**config.mk**
```make
export PLATFORM = sky130hd
export DESIGN_NAME = calendar_to_epoch_seconds
export DESIGN_NICKNAME = d
export VERILOG_FILES = /design/src/rtl/core/c2e_pkg.sv /design/src/rtl/core/calendar_to_epoch_seconds.sv
export SDC_FILE = /design/constraint.sdc
export NUM_CORES = 1
export LEC_CHECK = 0
export ABC_AREA = 1
export BUFFER_PORTS_ARGS = -buffer_cell sky130_fd_sc_hd__buf_2
export CORE_ASPECT_RATIO = 0.7
export CORE_MARGIN = 3
export CORE_UTILIZATION = 41
export CTS_BUF_LIST = sky130_fd_sc_hd__clkbuf_4
export CTS_CLUSTER_DIAMETER = 50
export DETAILED_ROUTE_END_ITERATION = 8
export PLACE_DENSITY = 0.64
export SYNTH_ARGS = -nofsm -noshare
export SYNTH_HDL_FRONTEND = slang
export SYNTH_SLANG_ARGS = --single-unit
```
**constraint.sdc**
```tcl
create_clock -name clk -period 21.8 [get_ports clk]
set_clock_uncertainty 0.1 [all_clocks]
set_input_delay 4.36 -clock clk [delete_from_list [all_inputs] [get_ports clk]]
set_output_delay 4.36 -clock clk [all_outputs]
set_load 0.005 [all_outputs]
```
**src/rtl/core/c2e_pkg.sv**
```systemverilog
// Shared constants and the month table for the calendar to epoch seconds converter.
`timescale 1ns / 1ps

package c2e_pkg;

  localparam int YEAR_BITS_DEF  = 16;
  localparam int MONTH_W        = 4;
  localparam int DAY_W          = 6;
  localparam int HOUR_W         = 5;
  localparam int MINUTE_W       = 6;
  localparam int SECOND_W       = 6;
  localparam int NS_W           = 30;
  localparam int SECS_W         = 42;

  localparam int EPOCH_YEAR     = 1970;
  localparam int DAYS_PER_YEAR  = 365;
  localparam int SECS_PER_HOUR  = 3600;
  localparam int SECS_PER_MIN   = 60;
  // 86400 seconds per day, split as 675 times 128.
  localparam int DAY_SECS_ODD   = 675;
  localparam int DAY_SECS_SHIFT = 7;
  localparam int DAY_SECS_ODD_W = 10;
  localparam int TOD_W          = 17;
  localparam int DOY_W          = 9;
  localparam int LEAP_MONTH     = 3;
  localparam int MONTHS         = 12;

  // Leap-day counts of the year before the epoch year.
  localparam int Q4_BASE        = (EPOCH_YEAR - 1) / 4;
  localparam int Q100_BASE      = (EPOCH_YEAR - 1) / 100;
  localparam int Q400_BASE      = (EPOCH_YEAR - 1) / 400;

  typedef logic [DOY_W-1:0] doy_t;

  // Days in the year before the first of the month; index is month minus one.
  function automatic doy_t days_before_month(input logic [MONTH_W-1:0] idx);
    doy_t d;
    case (idx)
      4'd0:    d = doy_t'(0);
      4'd1:    d = doy_t'(31);
      4'd2:    d = doy_t'(59);
      4'd3:    d = doy_t'(90);
      4'd4:    d = doy_t'(120);
      4'd5:    d = doy_t'(151);
      4'd6:    d = doy_t'(181);
      4'd7:    d = doy_t'(212);
      4'd8:    d = doy_t'(243);
      4'd9:    d = doy_t'(273);
      4'd10:   d = doy_t'(304);
      4'd11:   d = doy_t'(334);
      default: d = doy_t'(0);
    endcase
    return d;
  endfunction

endpackage

```
**src/rtl/core/calendar_to_epoch_seconds.sv**
```systemverilog
// Five-stage pipeline that turns a Gregorian date and time into Unix seconds.
`timescale 1ns / 1ps

//  channel  direction  ports                                         flow control
//  in       input      in_year/month/day/hour/minute/second/nanosecond  in_valid, in_stall
//  out      output     out_epoch_seconds, out_nanoseconds_out         out_valid, out_stall
//
// One transfer is accepted per clock while the pipeline is not frozen by a stalled output.
// A result passes through five register stages: date clamp and table lookup, the
// reciprocal multiply for the century count, the day sum, the day-to-seconds multiply,
// and the saturating output register.
// Reset (rst_n low at a clock edge) clears the stage valid bits only; data is not reset.
// When the output holds a result that is stalled, the whole pipeline freezes and in_stall
// rises in the same cycle, so nothing is dropped or repeated.

module calendar_to_epoch_seconds
  import c2e_pkg::*;
#(
  parameter int YEAR_BITS = YEAR_BITS_DEF
) (
  input  logic                 clk,
  input  logic                 rst_n,

  input  logic                 in_valid,
  output logic                 in_stall,
  input  logic [YEAR_BITS-1:0] in_year,
  input  logic [MONTH_W-1:0]   in_month,
  input  logic [DAY_W-1:0]     in_day,
  input  logic [HOUR_W-1:0]    in_hour,
  input  logic [MINUTE_W-1:0]  in_minute,
  input  logic [SECOND_W-1:0]  in_second,
  input  logic [NS_W-1:0]      in_nanosecond,

  output logic                 out_valid,
  input  logic                 out_stall,
  output logic [SECS_W-1:0]    out_epoch_seconds,
  output logic [NS_W-1:0]      out_nanoseconds_out
);

  // Width of (year - 1) / 4.
  localparam int Q4_W    = YEAR_BITS - 2;
  // (year - 1) / 100 is computed as ((year - 1) / 4) / 25 by a multiply with
  // ceil(2^RS / 25). The rounding error 25 - (2^RS mod 25) never exceeds
  // 2^(RS - Q4_W) = 32, so the quotient is exact for every Q4_W-bit operand.
  localparam int RS      = Q4_W + 5;
  localparam int RM_W    = RS - 4;
  localparam longint unsigned RECIP = ((64'd1 << RS) + 64'd24) / 64'd25;
  localparam int PROD_W  = Q4_W + RM_W;
  localparam int Q100_W  = Q4_W - 4;
  // Days since the epoch stay below 366 * 2^YEAR_BITS.
  localparam int DAYS_W  = YEAR_BITS + 9;
  localparam int DPROD_W = DAYS_W + DAY_SECS_ODD_W;
  localparam int FULL_RAW = DPROD_W + DAY_SECS_SHIFT + 1;
  localparam int FULL_W  = (FULL_RAW > SECS_W + 1) ? FULL_RAW : SECS_W + 1;
  localparam int LOW_W   = 7;

  logic en;

  // Stage 1: clamp, month table, time of day.
  logic                 v1_r;
  logic [YEAR_BITS-1:0] s1_yo_r;
  logic [Q4_W-1:0]      s1_q4_r;
  logic [LOW_W-1:0]     s1_ym1lo_r;
  logic                 s1_y4_r;
  logic                 s1_late_r;
  doy_t                 s1_dm_r;
  logic [TOD_W-1:0]     s1_tod_r;
  logic [NS_W-1:0]      s1_ns_r;

  // Stage 2: reciprocal product and the whole-year day count.
  logic                 v2_r;
  logic [PROD_W-1:0]    s2_p_r;
  logic [DAYS_W-1:0]    s2_da_r;
  logic [LOW_W-1:0]     s2_ym1lo_r;
  logic                 s2_y4_r;
  logic                 s2_late_r;
  doy_t                 s2_dm_r;
  logic [TOD_W-1:0]     s2_tod_r;
  logic [NS_W-1:0]      s2_ns_r;

  // Stage 3: total day count.
  logic                 v3_r;
  logic [DAYS_W-1:0]    s3_days_r;
  logic [TOD_W-1:0]     s3_tod_r;
  logic [NS_W-1:0]      s3_ns_r;

  // Stage 4: days times 675.
  logic                 v4_r;
  logic [DPROD_W-1:0]   s4_prod_r;
  logic [TOD_W-1:0]     s4_tod_r;
  logic [NS_W-1:0]      s4_ns_r;

  // Stage 5: output register.
  logic                 v5_r;
  logic [SECS_W-1:0]    s5_secs_r;
  logic [NS_W-1:0]      s5_ns_r;

  // The pipeline advances unless a finished result is held by the receiver.
  assign en       = !(v5_r && out_stall);
  assign in_stall = !en;

  // Stage 1 logic.
  logic                 s1_early;
  logic [YEAR_BITS-1:0] s1_year;
  logic [YEAR_BITS-1:0] s1_ym1;
  logic [MONTH_W-1:0]   s1_midx;
  logic [DAY_W-1:0]     s1_dm1;
  doy_t                 s1_dm_nxt;
  logic [TOD_W-1:0]     s1_tod_nxt;
  logic                 s1_late_nxt;

  always_comb begin
    s1_early = in_year < YEAR_BITS'(EPOCH_YEAR);
    s1_year  = s1_early ? YEAR_BITS'(EPOCH_YEAR) : in_year;
    s1_ym1   = s1_year - YEAR_BITS'(1);
    // Months outside 1..12, and every date before the epoch, count as January.
    if (s1_early || in_month == '0 || in_month > MONTH_W'(MONTHS)) begin
      s1_midx = '0;
    end else begin
      s1_midx = in_month - MONTH_W'(1);
    end
    s1_late_nxt = s1_midx >= MONTH_W'(LEAP_MONTH - 1);
    // Days outside 1..31 count as the first.
    if (s1_early || in_day == '0 || in_day > DAY_W'(31)) begin
      s1_dm1 = '0;
    end else begin
      s1_dm1 = in_day - DAY_W'(1);
    end
    s1_dm_nxt  = days_before_month(s1_midx) + DOY_W'(s1_dm1);
    s1_tod_nxt = TOD_W'(in_hour) * TOD_W'(SECS_PER_HOUR)
               + TOD_W'(in_minute) * TOD_W'(SECS_PER_MIN)
               + TOD_W'(in_second);
  end

  // Stage 2 logic.
  logic [PROD_W-1:0] s2_p_nxt;
  logic [DAYS_W-1:0] s2_da_nxt;

  always_comb begin
    s2_p_nxt  = PROD_W'(s1_q4_r) * PROD_W'(RECIP[RM_W-1:0]);
    s2_da_nxt = DAYS_W'(s1_yo_r) * DAYS_W'(DAYS_PER_YEAR)
              + DAYS_W'(s1_q4_r) - DAYS_W'(Q4_BASE);
  end

  // Stage 3 logic: century counts, leap test and the day sum.
  logic [Q100_W-1:0] s3_q100;
  logic [Q100_W-1:0] s3_q400;
  logic [LOW_W-1:0]  s3_r100;
  logic              s3_cent;
  logic              s3_leap;
  logic [DAYS_W-1:0] s3_days_nxt;

  always_comb begin
    s3_q100 = s2_p_r[RS +: Q100_W];
    s3_q400 = s3_q100 >> 2;
    // Remainder of (year - 1) by 100; a remainder of 99 means the year itself
    // is a multiple of 100, and then a multiple of 400 when the quotient is 3 mod 4.
    s3_r100 = s2_ym1lo_r - LOW_W'(LOW_W'(s3_q100) * LOW_W'(100));
    s3_cent = s3_r100 == LOW_W'(99);
    s3_leap = s2_y4_r && (!s3_cent || s3_q100[1:0] == 2'b11);
    s3_days_nxt = s2_da_r - DAYS_W'(s3_q100) + DAYS_W'(Q100_BASE)
                + DAYS_W'(s3_q400) - DAYS_W'(Q400_BASE)
                + DAYS_W'(s2_dm_r) + DAYS_W'(s3_leap && s2_late_r);
  end

  // Stage 4 and 5 logic.
  logic [DPROD_W-1:0] s4_prod_nxt;
  logic [FULL_W-1:0]  s5_full;
  logic [SECS_W-1:0]  s5_secs_nxt;

  always_comb begin
    s4_prod_nxt = DPROD_W'(s3_days_r) * DPROD_W'(DAY_SECS_ODD);
    s5_full     = (FULL_W'(s4_prod_r) << DAY_SECS_SHIFT) + FULL_W'(s4_tod_r);
    // Only reachable with years wider than 16 bits: clip at the largest count.
    if (s5_full[FULL_W-1:SECS_W] != '0) begin
      s5_secs_nxt = '1;
    end else begin
      s5_secs_nxt = s5_full[SECS_W-1:0];
    end
  end

  always_ff @(posedge clk) begin
    if (!rst_n) begin
      v1_r <= 1'b0;
      v2_r <= 1'b0;
      v3_r <= 1'b0;
      v4_r <= 1'b0;
      v5_r <= 1'b0;
    end else if (en) begin
      v1_r <= in_valid;
      v2_r <= v1_r;
      v3_r <= v2_r;
      v4_r <= v3_r;
      v5_r <= v4_r;
    end
  end

  always_ff @(posedge clk) begin
    if (en) begin
      s1_yo_r    <= s1_year - YEAR_BITS'(EPOCH_YEAR);
      s1_q4_r    <= s1_ym1[YEAR_BITS-1:2];
      s1_ym1lo_r <= s1_ym1[LOW_W-1:0];
      s1_y4_r    <= s1_year[1:0] == 2'b00;
      s1_late_r  <= s1_late_nxt;
      s1_dm_r    <= s1_dm_nxt;
      s1_tod_r   <= s1_tod_nxt;
      s1_ns_r    <= in_nanosecond;

      s2_p_r     <= s2_p_nxt;
      s2_da_r    <= s2_da_nxt;
      s2_ym1lo_r <= s1_ym1lo_r;
      s2_y4_r    <= s1_y4_r;
      s2_late_r  <= s1_late_r;
      s2_dm_r    <= s1_dm_r;
      s2_tod_r   <= s1_tod_r;
      s2_ns_r    <= s1_ns_r;

      s3_days_r  <= s3_days_nxt;
      s3_tod_r   <= s2_tod_r;
      s3_ns_r    <= s2_ns_r;

      s4_prod_r  <= s4_prod_nxt;
      s4_tod_r   <= s3_tod_r;
      s4_ns_r    <= s3_ns_r;

      s5_secs_r  <= s5_secs_nxt;
      s5_ns_r    <= s4_ns_r;
    end
  end

  assign out_valid           = v5_r;
  assign out_epoch_seconds   = s5_secs_r;
  assign out_nanoseconds_out = s5_ns_r;

endmodule

```
* Word-level counts from Yosys, hierarchy flattened
Memories as Yosys holds them, arrays and structs flattened. Index checks and enable logic that the tools add are counted. W data, S select, Z words.
Cells by class: $add $sub $neg 17, multiply operators 6, div/mod/pow operators 0, order comparisons 4, equal/unequal tests 2, shift operators 0, mux-type cells 3, bitwise logic cells 0, reductions and logical operators 12
Operator list (number):
- $add A42 B17 Y43 | 1
- $mul A25 B10 Y35 const B | 1
- $mul A14 B13 Y27 const B | 1
- $add A25 B1 Y25 | 1
- $add A25 B14 Y25 | 1
- $add A25 B5 Y25 const B | 1
- $add A25 B8 Y25 | 1
- $add A25 B9 Y25 | 1
- $mul A16 B9 Y25 const B | 1
- $sub A25 B10 Y25 | 1
- $sub A25 B3 Y25 const B | 1
- $sub A25 B9 Y25 const B | 1
- $add A17 B12 Y17 | 1
- $add A17 B6 Y17 | 1
- $lt A16 B11 Y1 const B | 1
- $mux W16 | 1
- $sub A16 B1 Y16 const B | 1
- $sub A16 B11 Y16 const B | 1
- $mul A5 B8 Y13 const B | 1
- $mul A6 B4 Y10 const B | 1
- $add A9 B6 Y9 | 1
- $eq A7 B7 Y1 const B | 1
- $mul A7 B5 Y5 const B | 1
- $sub A7 B7 Y7 | 1
- 14 further kinds | 20
Word-level totals: flip-flop bits (word level) 443, bits in latches 0, bits in writable memories 0, memory bits (read-only) 144, memories kept 1
Memories:
- (no name shown) | depth 16, bits a word 9, rd ports 1, clocked after Yosys merged registers in 0, write ports 0, RTL line c2e_pkg.sv:38 | case (idx)

* Longest topological paths before layout
Gate-level depths: netlist of the first run.
depth after elaboration 8, mapped depth 26

* Least setup slack after synthesis of the first run
No wires, ideal clock.
path type input -> output, start input port out_stall, end output port in_stall, arrival time 14464 ps, setup slack 2876 ps, stages 2, cells stage by stage nand2_1 > inv_1
Between the ends: word-level cells in the longest chain between the ends 1
Ends and longest elaborated chain:
- start: declaration | RTL line calendar_to_epoch_seconds.sv:35 | input logic out_stall,
- $logic_and A1 B1 Y1 | RTL line calendar_to_epoch_seconds.sv:99 | assign en = !(v5_r && out_stall);
- end: declaration | RTL line calendar_to_epoch_seconds.sv:25 | output logic in_stall,
No other way between the ends.

* Worst setup path after layout of the first run
Same ends and word-level chain as after synthesis.

==> impl_metrics.yaml, run 1 <==
worst_setup_path:
  worst_path_max_delay_cell: "nand2_4"
  critPathMaxStageDelay_ps: 480
  crit_path_end_kind: "primary output"
  required_ps: 17340
  reg2reg_slack_ps: 16760
  r2r-end: "s2_p_r[28]"
  reg2reg_from: "s1_q4_r[4]"
  crit_arrival_ps: 5370
  crit_type: "in2out"
  crit_chain: "buf_2 -> nand2_4 -> inv_1 -> buf_2"
  r2r_cells: 16
  path_max_fanout: 56
  start_kind: "primary input"
  crit_top_cell: "buf_2"
floorplan:
  die_area_sq_mm: 0.0820
  die_h_microns: 241
  die_w_microns: 341
  initial_core_util: 0.417
  row_count: 85
  core_sq_mm: 0.0773
  io-pin-count: 151
clock_network:
  cts_tree: "done"
  cts_root_buf: "clkbuf_4"
  cts.sinks: 421
  cts_setup_buffers: 0
  cts_buffer_depth: 3
  clk_pin_slew_ps: 70
  htreeDepth: 3
  cts_resized: 0
  numCtsBuffers: 101
  cts_hold_buf: 0
  insertion_delay_ps: 870
synth:
  yosys.area.top_type: "edfxtp_1"
  ys_warn_count: 0
  synth_compound_area_frac: 0.0581
  synth-seq-cells: 421
  synth_top_area_share: 0.388
  synth_flop_cell: "edfxtp_1"
  synth_top_family_by_area: "adder cells"
  ys_async_sr_fraction: 0
  synthMuxAreaShare: 0
  syn_area_sq_mm: 0.0322
  post-synth-top-count-cell: "inv_1"
  synth_xor_area_frac: 0.0386
  synth_nets: 3847
  synth_edf_count: 416
  yosys.area_share.simple: 0.121
  syn_inst: 3095
  avgSynthCellArea_sq_um: 10.4
  synthAdderAreaFrac: 0.316
  synth_cell_type_count: 51
  synth_seq_area_share: 0.391
  yosys-top-cells-area: "edfxtp_1 39%, ha_1 17%, fa_1 14%"
  yosys-top-cells-count: "625 x inv_1, 447 x nand2_1, 446 x ha_1"
placement:
  place_hpwl_microns: 53800
  port_buffers: 150
  gp_congestion: 0.937
flow_run:
  cap_violations: 0
cells_and_area:
  syn2layout_area_growth_pct: 10.5
  num-fill-cells: 7359
  fin_nets: 4098
  drive_gt1_frac: 0.102
global_route:
  track_usage: 0.166
  antenna_found_initial: 1
  grt_pass1_vias: 21500
  grt_overflow_total: 0
  grt_max_degree: 82
  grt_pass1_wl_microns: 109000
sta:
  slew_headroom: 0.329
  rsz0062_at_grt: "no"
  finalMaxSlewViolations: 0
  period_minus_slack_ps: 9830
  fin_crit_sh: 0.451
  max_freq_mhz: 102
  worstMarginPinSlew_ps: 1010
  tns_ps: 0
  setup-violations-final: 0
  final-hold-violation-count: 0
outcome:
  outcome: "complete, no violations"
routing:
  vias_per_cell: 4.79
  via_count: 21400
  ant_nets: 0
  wire_per_inst_microns: 14.9
  dr.pass1.iters: 5
  route.final.wire_length_microns: 66500
  drt_iter0_markers: 1436
  remaining_drc_errors: 0
worst_hold_path:
  hp-start: "s4_ns_r[14]"
  whs_endpoint: "out_nanoseconds_out[14]"
  min_path_type: "reg2reg"
  min_path_cells: 0
-- critical path, delay by kind of cell --
kind | cells | cell delay, ps
buf+inv | 3 | 510
simple gates | 1 | 480
-- cells by family after synthesis --
logic type                 count (synthesis)
AOI/OAI and AO/OA                        326
adders and majority gates                675
xor gates and xnor gates                 142
and+or+nand+nor                          895
buffers and inverters                    636
DFF                                      421
-- layer usage --
layer | part of all wire | wire length (microns) | vias up | global-route usage
met5 | 0 | 0 | - | 0
met4 | 0.014 | 960 | 0 | 0.0385
met3 | 0.050 | 3360 | 63 | 0.0328
met2 | 0.41 | 27400 | 423 | 0.239
met1 | 0.52 | 34800 | 10100 | 0.255
li1 | - | - | 10800 | -
-- layout make-up --
class                   count  area, sq um  share of cell area
repair buffers            155          788              0.0222
multi-input cells        2038        17200               0.483
clock buffers             137         1030              0.0289
well taps                1044         1310              0.0367
clock inverters            36          302             0.00848
flip-flops and latches    421        12600               0.354
diodes                      1         2.50           0.0000703
inverters                 629         2360              0.0664
-- registers in the layout, indices dropped and copies added, names as in the netlist, 7 cells and up --
| name | count |
|---|---|
| out_epoch_seconds | 42 |
| out_nanoseconds_out | 30 |
| s1_dm_r | 9 |
| s1_ns_r | 30 |
| s1_q4_r | 14 |
| s1_tod_r | 17 |
| s1_yo_r | 16 |
| s2_da_r | 25 |
| s2_dm_r | 9 |
| s2_ns_r | 30 |
| s2_p_r | 10 |
| s2_tod_r | 17 |
| s2_ym1lo_r | 7 |
| s3_days_r | 25 |
| s3_ns_r | 30 |
| s3_tod_r | 17 |
| s4_ns_r | 30 |
| s4_prod_r | 35 |
| s4_tod_r | 17 |
-- through the flow --
step | utilization | cell area [sq um] | hold WS [ps] | setup WS (ps) | cells
2_1_floorplan | - | 32200 | 300 | 2880 | 3095
3_3_place_gp | 0.443 | 34200 | 301 | 11960 | 4287
3_5_place_dp | 0.443 | 34200 | 305 | 11940 | 4287
4_1_cts | 0.460 | 35600 | 301 | 11940 | 4460
5_1_grt | 0.460 | 35600 | 318 | 11840 | 4461
6_report | 0.460 | 35600 | 295 | 11970 | 4461
-- worst max-delay path by stage --
stage	startpoint	end	slack, ps	cells past startpoint
finish	out_stall	in_stall	11970	4
global route	out_stall	in_stall	11840	4
CTS	out_stall	in_stall	11940	4
detailed placement	out_stall	in_stall	11940	4
global placement	out_stall	in_stall	11960	4
floorplan	out_stall	in_stall	2880	2
-- cell usage in the layout (no fill, tap or decap), types with 39 or more instances in the layout --
cell and count:
clkbuf_4 137, inv_1 625, nor2_1 178, xor2_1 95, nand2_1 446, ha_1 446, nand3_1 142, nand4_1 39
a21oi_1 131, o21ai_0 96, xnor2_1 47, edfxtp_1 416, nor3_1 39, fa_1 229, buf_2 150
Power of run 1 is not shown: default switching activity piles up to over one toggle a cycle in this logic, so the estimate is an artifact.
==> run 2: changes to the inputs <==
PLACE_DENSITY = 0.66   (was 0.64)
clock period = 8.37 ns   (was 21.8 ns; I/O delays follow)
==> impl_metrics.yaml, run 2 (same netlist as run 1, synthesis figures left out) <==
routing:
  ant_nets: 0
  remaining_drc_errors: 0
  drt_iter0_markers: 1483
  dr.pass1.iters: 7
  via_count: 21500
  route.final.wire_length_microns: 67200
  wire_per_inst_microns: 15.1
  vias_per_cell: 4.81
cells_and_area:
  drive_gt1_frac: 0.103
  final_cell_mix: "625 x inv_1, 446 x nand2_1, 446 x ha_1, 416 x edfxtp_1, 229 x fa_1"
  largest_reg_flops: 42
  fin_nets: 4095
  syn2layout_area_growth_pct: 10.3
  final_util: 0.459
  final_cells: 4462
  final_common_cell: "inv_1"
global_route:
  track_usage: 0.168
  grt_pass1_vias: 21400
  grt_max_degree: 159
  antenna_found_initial: 2
  grt_pass1_wl_microns: 111000
  grt_overflow_total: 0
worst_setup_path:
  crit_path_start: "in_minute[3]"
  start_kind: "primary input"
  crit_top_cell: "nand2_1"
  required_ps: 8820
  crit_path_end_kind: "flop"
  path_delay_family: "adder cells"
  critPathMaxStageDelay_ps: 510
  reg2reg_slack_ps: 3390
  path_max_fanout: 5
  path_buf_inv: 3
  crit_arrival_ps: 5520
  worst_path_max_delay_cell: "fa_1"
  reg2reg_from: "s1_q4_r[11]"
  crit_chain: "buf_2 -> inv_1 -> fa_1 -> fa_1 -> inv_1 -> ha_1 -> a21oi_1 -> nand2_1 -> nand2_1 -> nand2_1 -> a21oi_1 -> xnor2_1 -> ha_1 -> ha_1 -> nand2_1 -> nor2_1 -> nand3_1 -> nand3_1 -> nand2_1 -> nand2_1 -> nand3b_1 -> xnor2_1"
  crit_type: "in2reg"
clock_network:
  numCtsBuffers: 100
  cts_hold_buf: 0
  htreeDepth: 3
  cts_buffer_depth: 3
  clk_pin_slew_ps: 70
  cts_resized: 0
  cts_setup_buffers: 0
  cts.sinks: 421
  insertion_delay_ps: 860
  cts_root_buf: "clkbuf_4"
  cts_tree: "done"
floorplan:
  die_area_sq_mm: 0.0820
  core_sq_mm: 0.0773
  io-pin-count: 151
  die_h_microns: 241
  initial_core_util: 0.417
  row_count: 85
  die_w_microns: 341
flow_run:
  cap_violations: 0
placement:
  place_hpwl_microns: 54500
  port_buffers: 150
  gp_congestion: 0.923
  dp_cells: 4285
sta:
  period_minus_slack_ps: 5070
  max_freq_mhz: 197
  finalMaxSlewViolations: 0
  setup-violations-final: 0
  worstMarginPinSlew_ps: 965
  slew_headroom: 0.357
  final-hold-violation-count: 0
  fin_crit_sh: 0.605
  hold_ws_ps: 284
  rsz0062_at_grt: "no"
  tns_ps: 0
worst_hold_path:
  hp-start: "s1_tod_r[16]"
  min_path_type: "reg2reg"
outcome:
  outcome: "complete, no violations"
[run 2: area by class of cell]
cell class / count / area (sq um)
well taps: 1044 / 1310
clock inverters: 28 / 165
inverters: 629 / 2360
clock buffers: 147 / 1100
repair buffers: 153 / 786
flip-flops and latches: 421 / 12600
fillers: 7338 / 41800
diodes: 2 / 5.00
multi-input cells: 2038 / 17200
[run 2: final timing paths]
path	cells after the start	to
max reg2reg	16	s2_p_r[28]
max	22	s1_tod_r[16]
min reg2reg	0	s2_tod_r[16]
min	0	s2_tod_r[16]
[run 2: per-stage QoR]
stage	worst slack [ps]	area, sq um
2_1_floorplan	1610	32200
3_3_place_gp	2500	34200
3_5_place_dp	2470	34200
4_1_cts	3390	35500
5_1_grt	3040	35500
6_report	3300	35500
[run 2: layer usage]
layer | share of wire | vias up | track usage
met5 | 0 | - | 0
met4 | 0.014 | 0 | 0.0381
met3 | 0.054 | 70 | 0.0330
met2 | 0.41 | 461 | 0.240
met1 | 0.52 | 10100 | 0.261
li1 | - | 10800 | -
Power of run 2 is left out for the same reason.
==> run 3: changes to the inputs <==
PLACE_DENSITY = 0.64   (was 0.66)
clock period = 5 ns   (was 8.37 ns; I/O delays follow)
==> impl_metrics.yaml, run 3 (same netlist as run 1, synthesis figures left out) <==
cells_and_area:
  final_util: 0.470
  final_common_cell: "inv_1"
  syn2layout_area_growth_pct: 12.7
  fin_area_sq_mm: 0.0363
  seq_area_sq_mm: 0.0126
  multi_input_area_sq_mm: 0.0174
  fin_nets: 4167
  final_cell_mix: "623 x inv_1, 445 x nand2_1, 440 x ha_1, 416 x edfxtp_1, 227 x fa_1"
  drive_gt1_frac: 0.133
  largest_reg_flops: 42
  num-fill-cells: 7306
worst_setup_path:
  crit_type: "reg2reg"
  start_kind: "flop"
  path_max_fanout: 5
  required_ps: 5470
  crit_arrival_ps: 5280
  path_delay_family: "adder cells"
  worst_path_max_delay_cell: "fa_1"
  path_buf_inv: 4
  crit_top_cell: "fa_1"
  crit_chain: "buf_4 -> ha_1 -> inv_2 -> fa_1 -> fa_1 -> fa_1 -> inv_1 -> fa_1 -> inv_1 -> ha_2 -> nand2_1 -> nor2_1 -> nand3_1 -> nand3_1 -> a21oi_1 -> xnor2_1"
  critPathMaxStageDelay_ps: 570
  crit_path_end_kind: "flop"
global_route:
  grt_max_degree: 171
  track_usage: 0.171
  antenna_found_initial: 1
  grt_pass1_vias: 21800
  grt_pass1_wl_microns: 113000
  grt_overflow_total: 0
placement:
  gp_congestion: 0.924
  dpl_cell_area_sq_mm: 0.0346
  port_buffers: 150
  place_hpwl_microns: 55500
clock_network:
  cts_tree: "done"
  cts_root_buf: "clkbuf_4"
  htreeDepth: 3
  insertion_delay_ps: 890
  cts_hold_buf: 0
  numCtsBuffers: 102
  cts_buffer_depth: 3
  clk_pin_slew_ps: 70
  cts.sinks: 421
floorplan:
  io-pin-count: 151
  core_sq_mm: 0.0773
  die_w_microns: 341
  row_count: 85
  initial_core_util: 0.417
  die_area_sq_mm: 0.0820
  die_h_microns: 241
routing:
  drt_iter0_markers: 1303
  remaining_drc_errors: 0
  ant_nets: 0
  via_count: 21700
  dr.pass1.iters: 5
  wire_per_inst_microns: 15.2
  vias_per_cell: 4.78
  route.final.wire_length_microns: 68900
sta:
  period_minus_slack_ps: 4810
  setup-violations-final: 0
  final-hold-violation-count: 0
  worstMarginPinSlew_ps: 1020
  max_freq_mhz: 208
  rsz0062_at_grt: "yes"
  hold_ws_ps: 175
  fin_crit_sh: 0.963
  slew_headroom: 0.317
  finalMaxSlewViolations: 0
outcome:
  outcome: "complete, no violations"
flow_run:
  cap_violations: 0
worst_hold_path:
  min_path_type: "in2reg"
[run 3: changes by cell type in the layout (fill, tap and decap cells not counted), moves of 6 or more]
cell | previous run | this run
nor2_2 | 4 | 11
ha_1 | 446 | 440
buf_4 | 2 | 70
nor2_1 | 178 | 171
nor3_1 | 39 | 32
nor3_2 | 0 | 7
[run 3: final timing paths]
kind                                         from          end  slack [ps]  cells past startpoint
worst max-delay path                   s1_yo_r[7]  s2_da_r[13]         190                     16
worst min-delay path            in_nanosecond[10]  s1_ns_r[10]         180                      1
worst max register to register         s1_yo_r[7]  s2_da_r[13]         190                     16
worst min register to register         s3_ns_r[2]   s4_ns_r[2]         280                      0
[run 3: worst reg2reg max path, cell delays in order, from the launching register on]
cell and delay (ps):
edfxtp_1 500, buf_4 190, ha_1 280, inv_2 60, fa_1 570, fa_1 450, fa_1 550, inv_1 50
fa_1 530, inv_1 40, ha_2 370, nand2_1 130, nor2_1 210, nand3_1 100, nand3_1 130, a21oi_1 90
xnor2_1 130
[run 3: cell type report]
| cell class | instances | area share |
|---|---|---|
| Timing Repair Buffer | 223 | 0.0366 |
| Inverter | 629 | 0.0650 |
| Multi-Input combinational cell | 2038 | 0.478 |
| Antenna cell | 1 | 0.0000689 |
| Sequential cell | 421 | 0.347 |
| Tap cell | 1044 | 0.0360 |
| Clock buffer | 147 | 0.0304 |
| Clock inverter | 36 | 0.00669 |
[run 3: what timing repair did]
item / 4_1_cts / 5_1_grt
gates resized for setup: 0 / 48
setup endpoints to repair: 0 / 23
setup buffers: 0 / 23
[run 3: routing by layer]
layer  up-vias  track usage  routed length, microns
met5         -            0                       0
met4         0       0.0427                    1070
met1     10200        0.266                   35900
met3        74       0.0341                    3990
met2       483        0.242                   28000
li1      11000            -                       -
[run 3: through the flow]
step | instances | setup TNS [ps] | setup WS [ps]
floorplan | 3095 | 0 | 300
finish | 4539 | 0 | 185
detailed placement | 4332 | -7.36 | -7.36
global route | 4539 | -158 | -48.4
CTS | 4515 | 0 | 53.0
global placement | 4332 | -10.7 | -7.68
Power of run 3 is left out for the same reason.
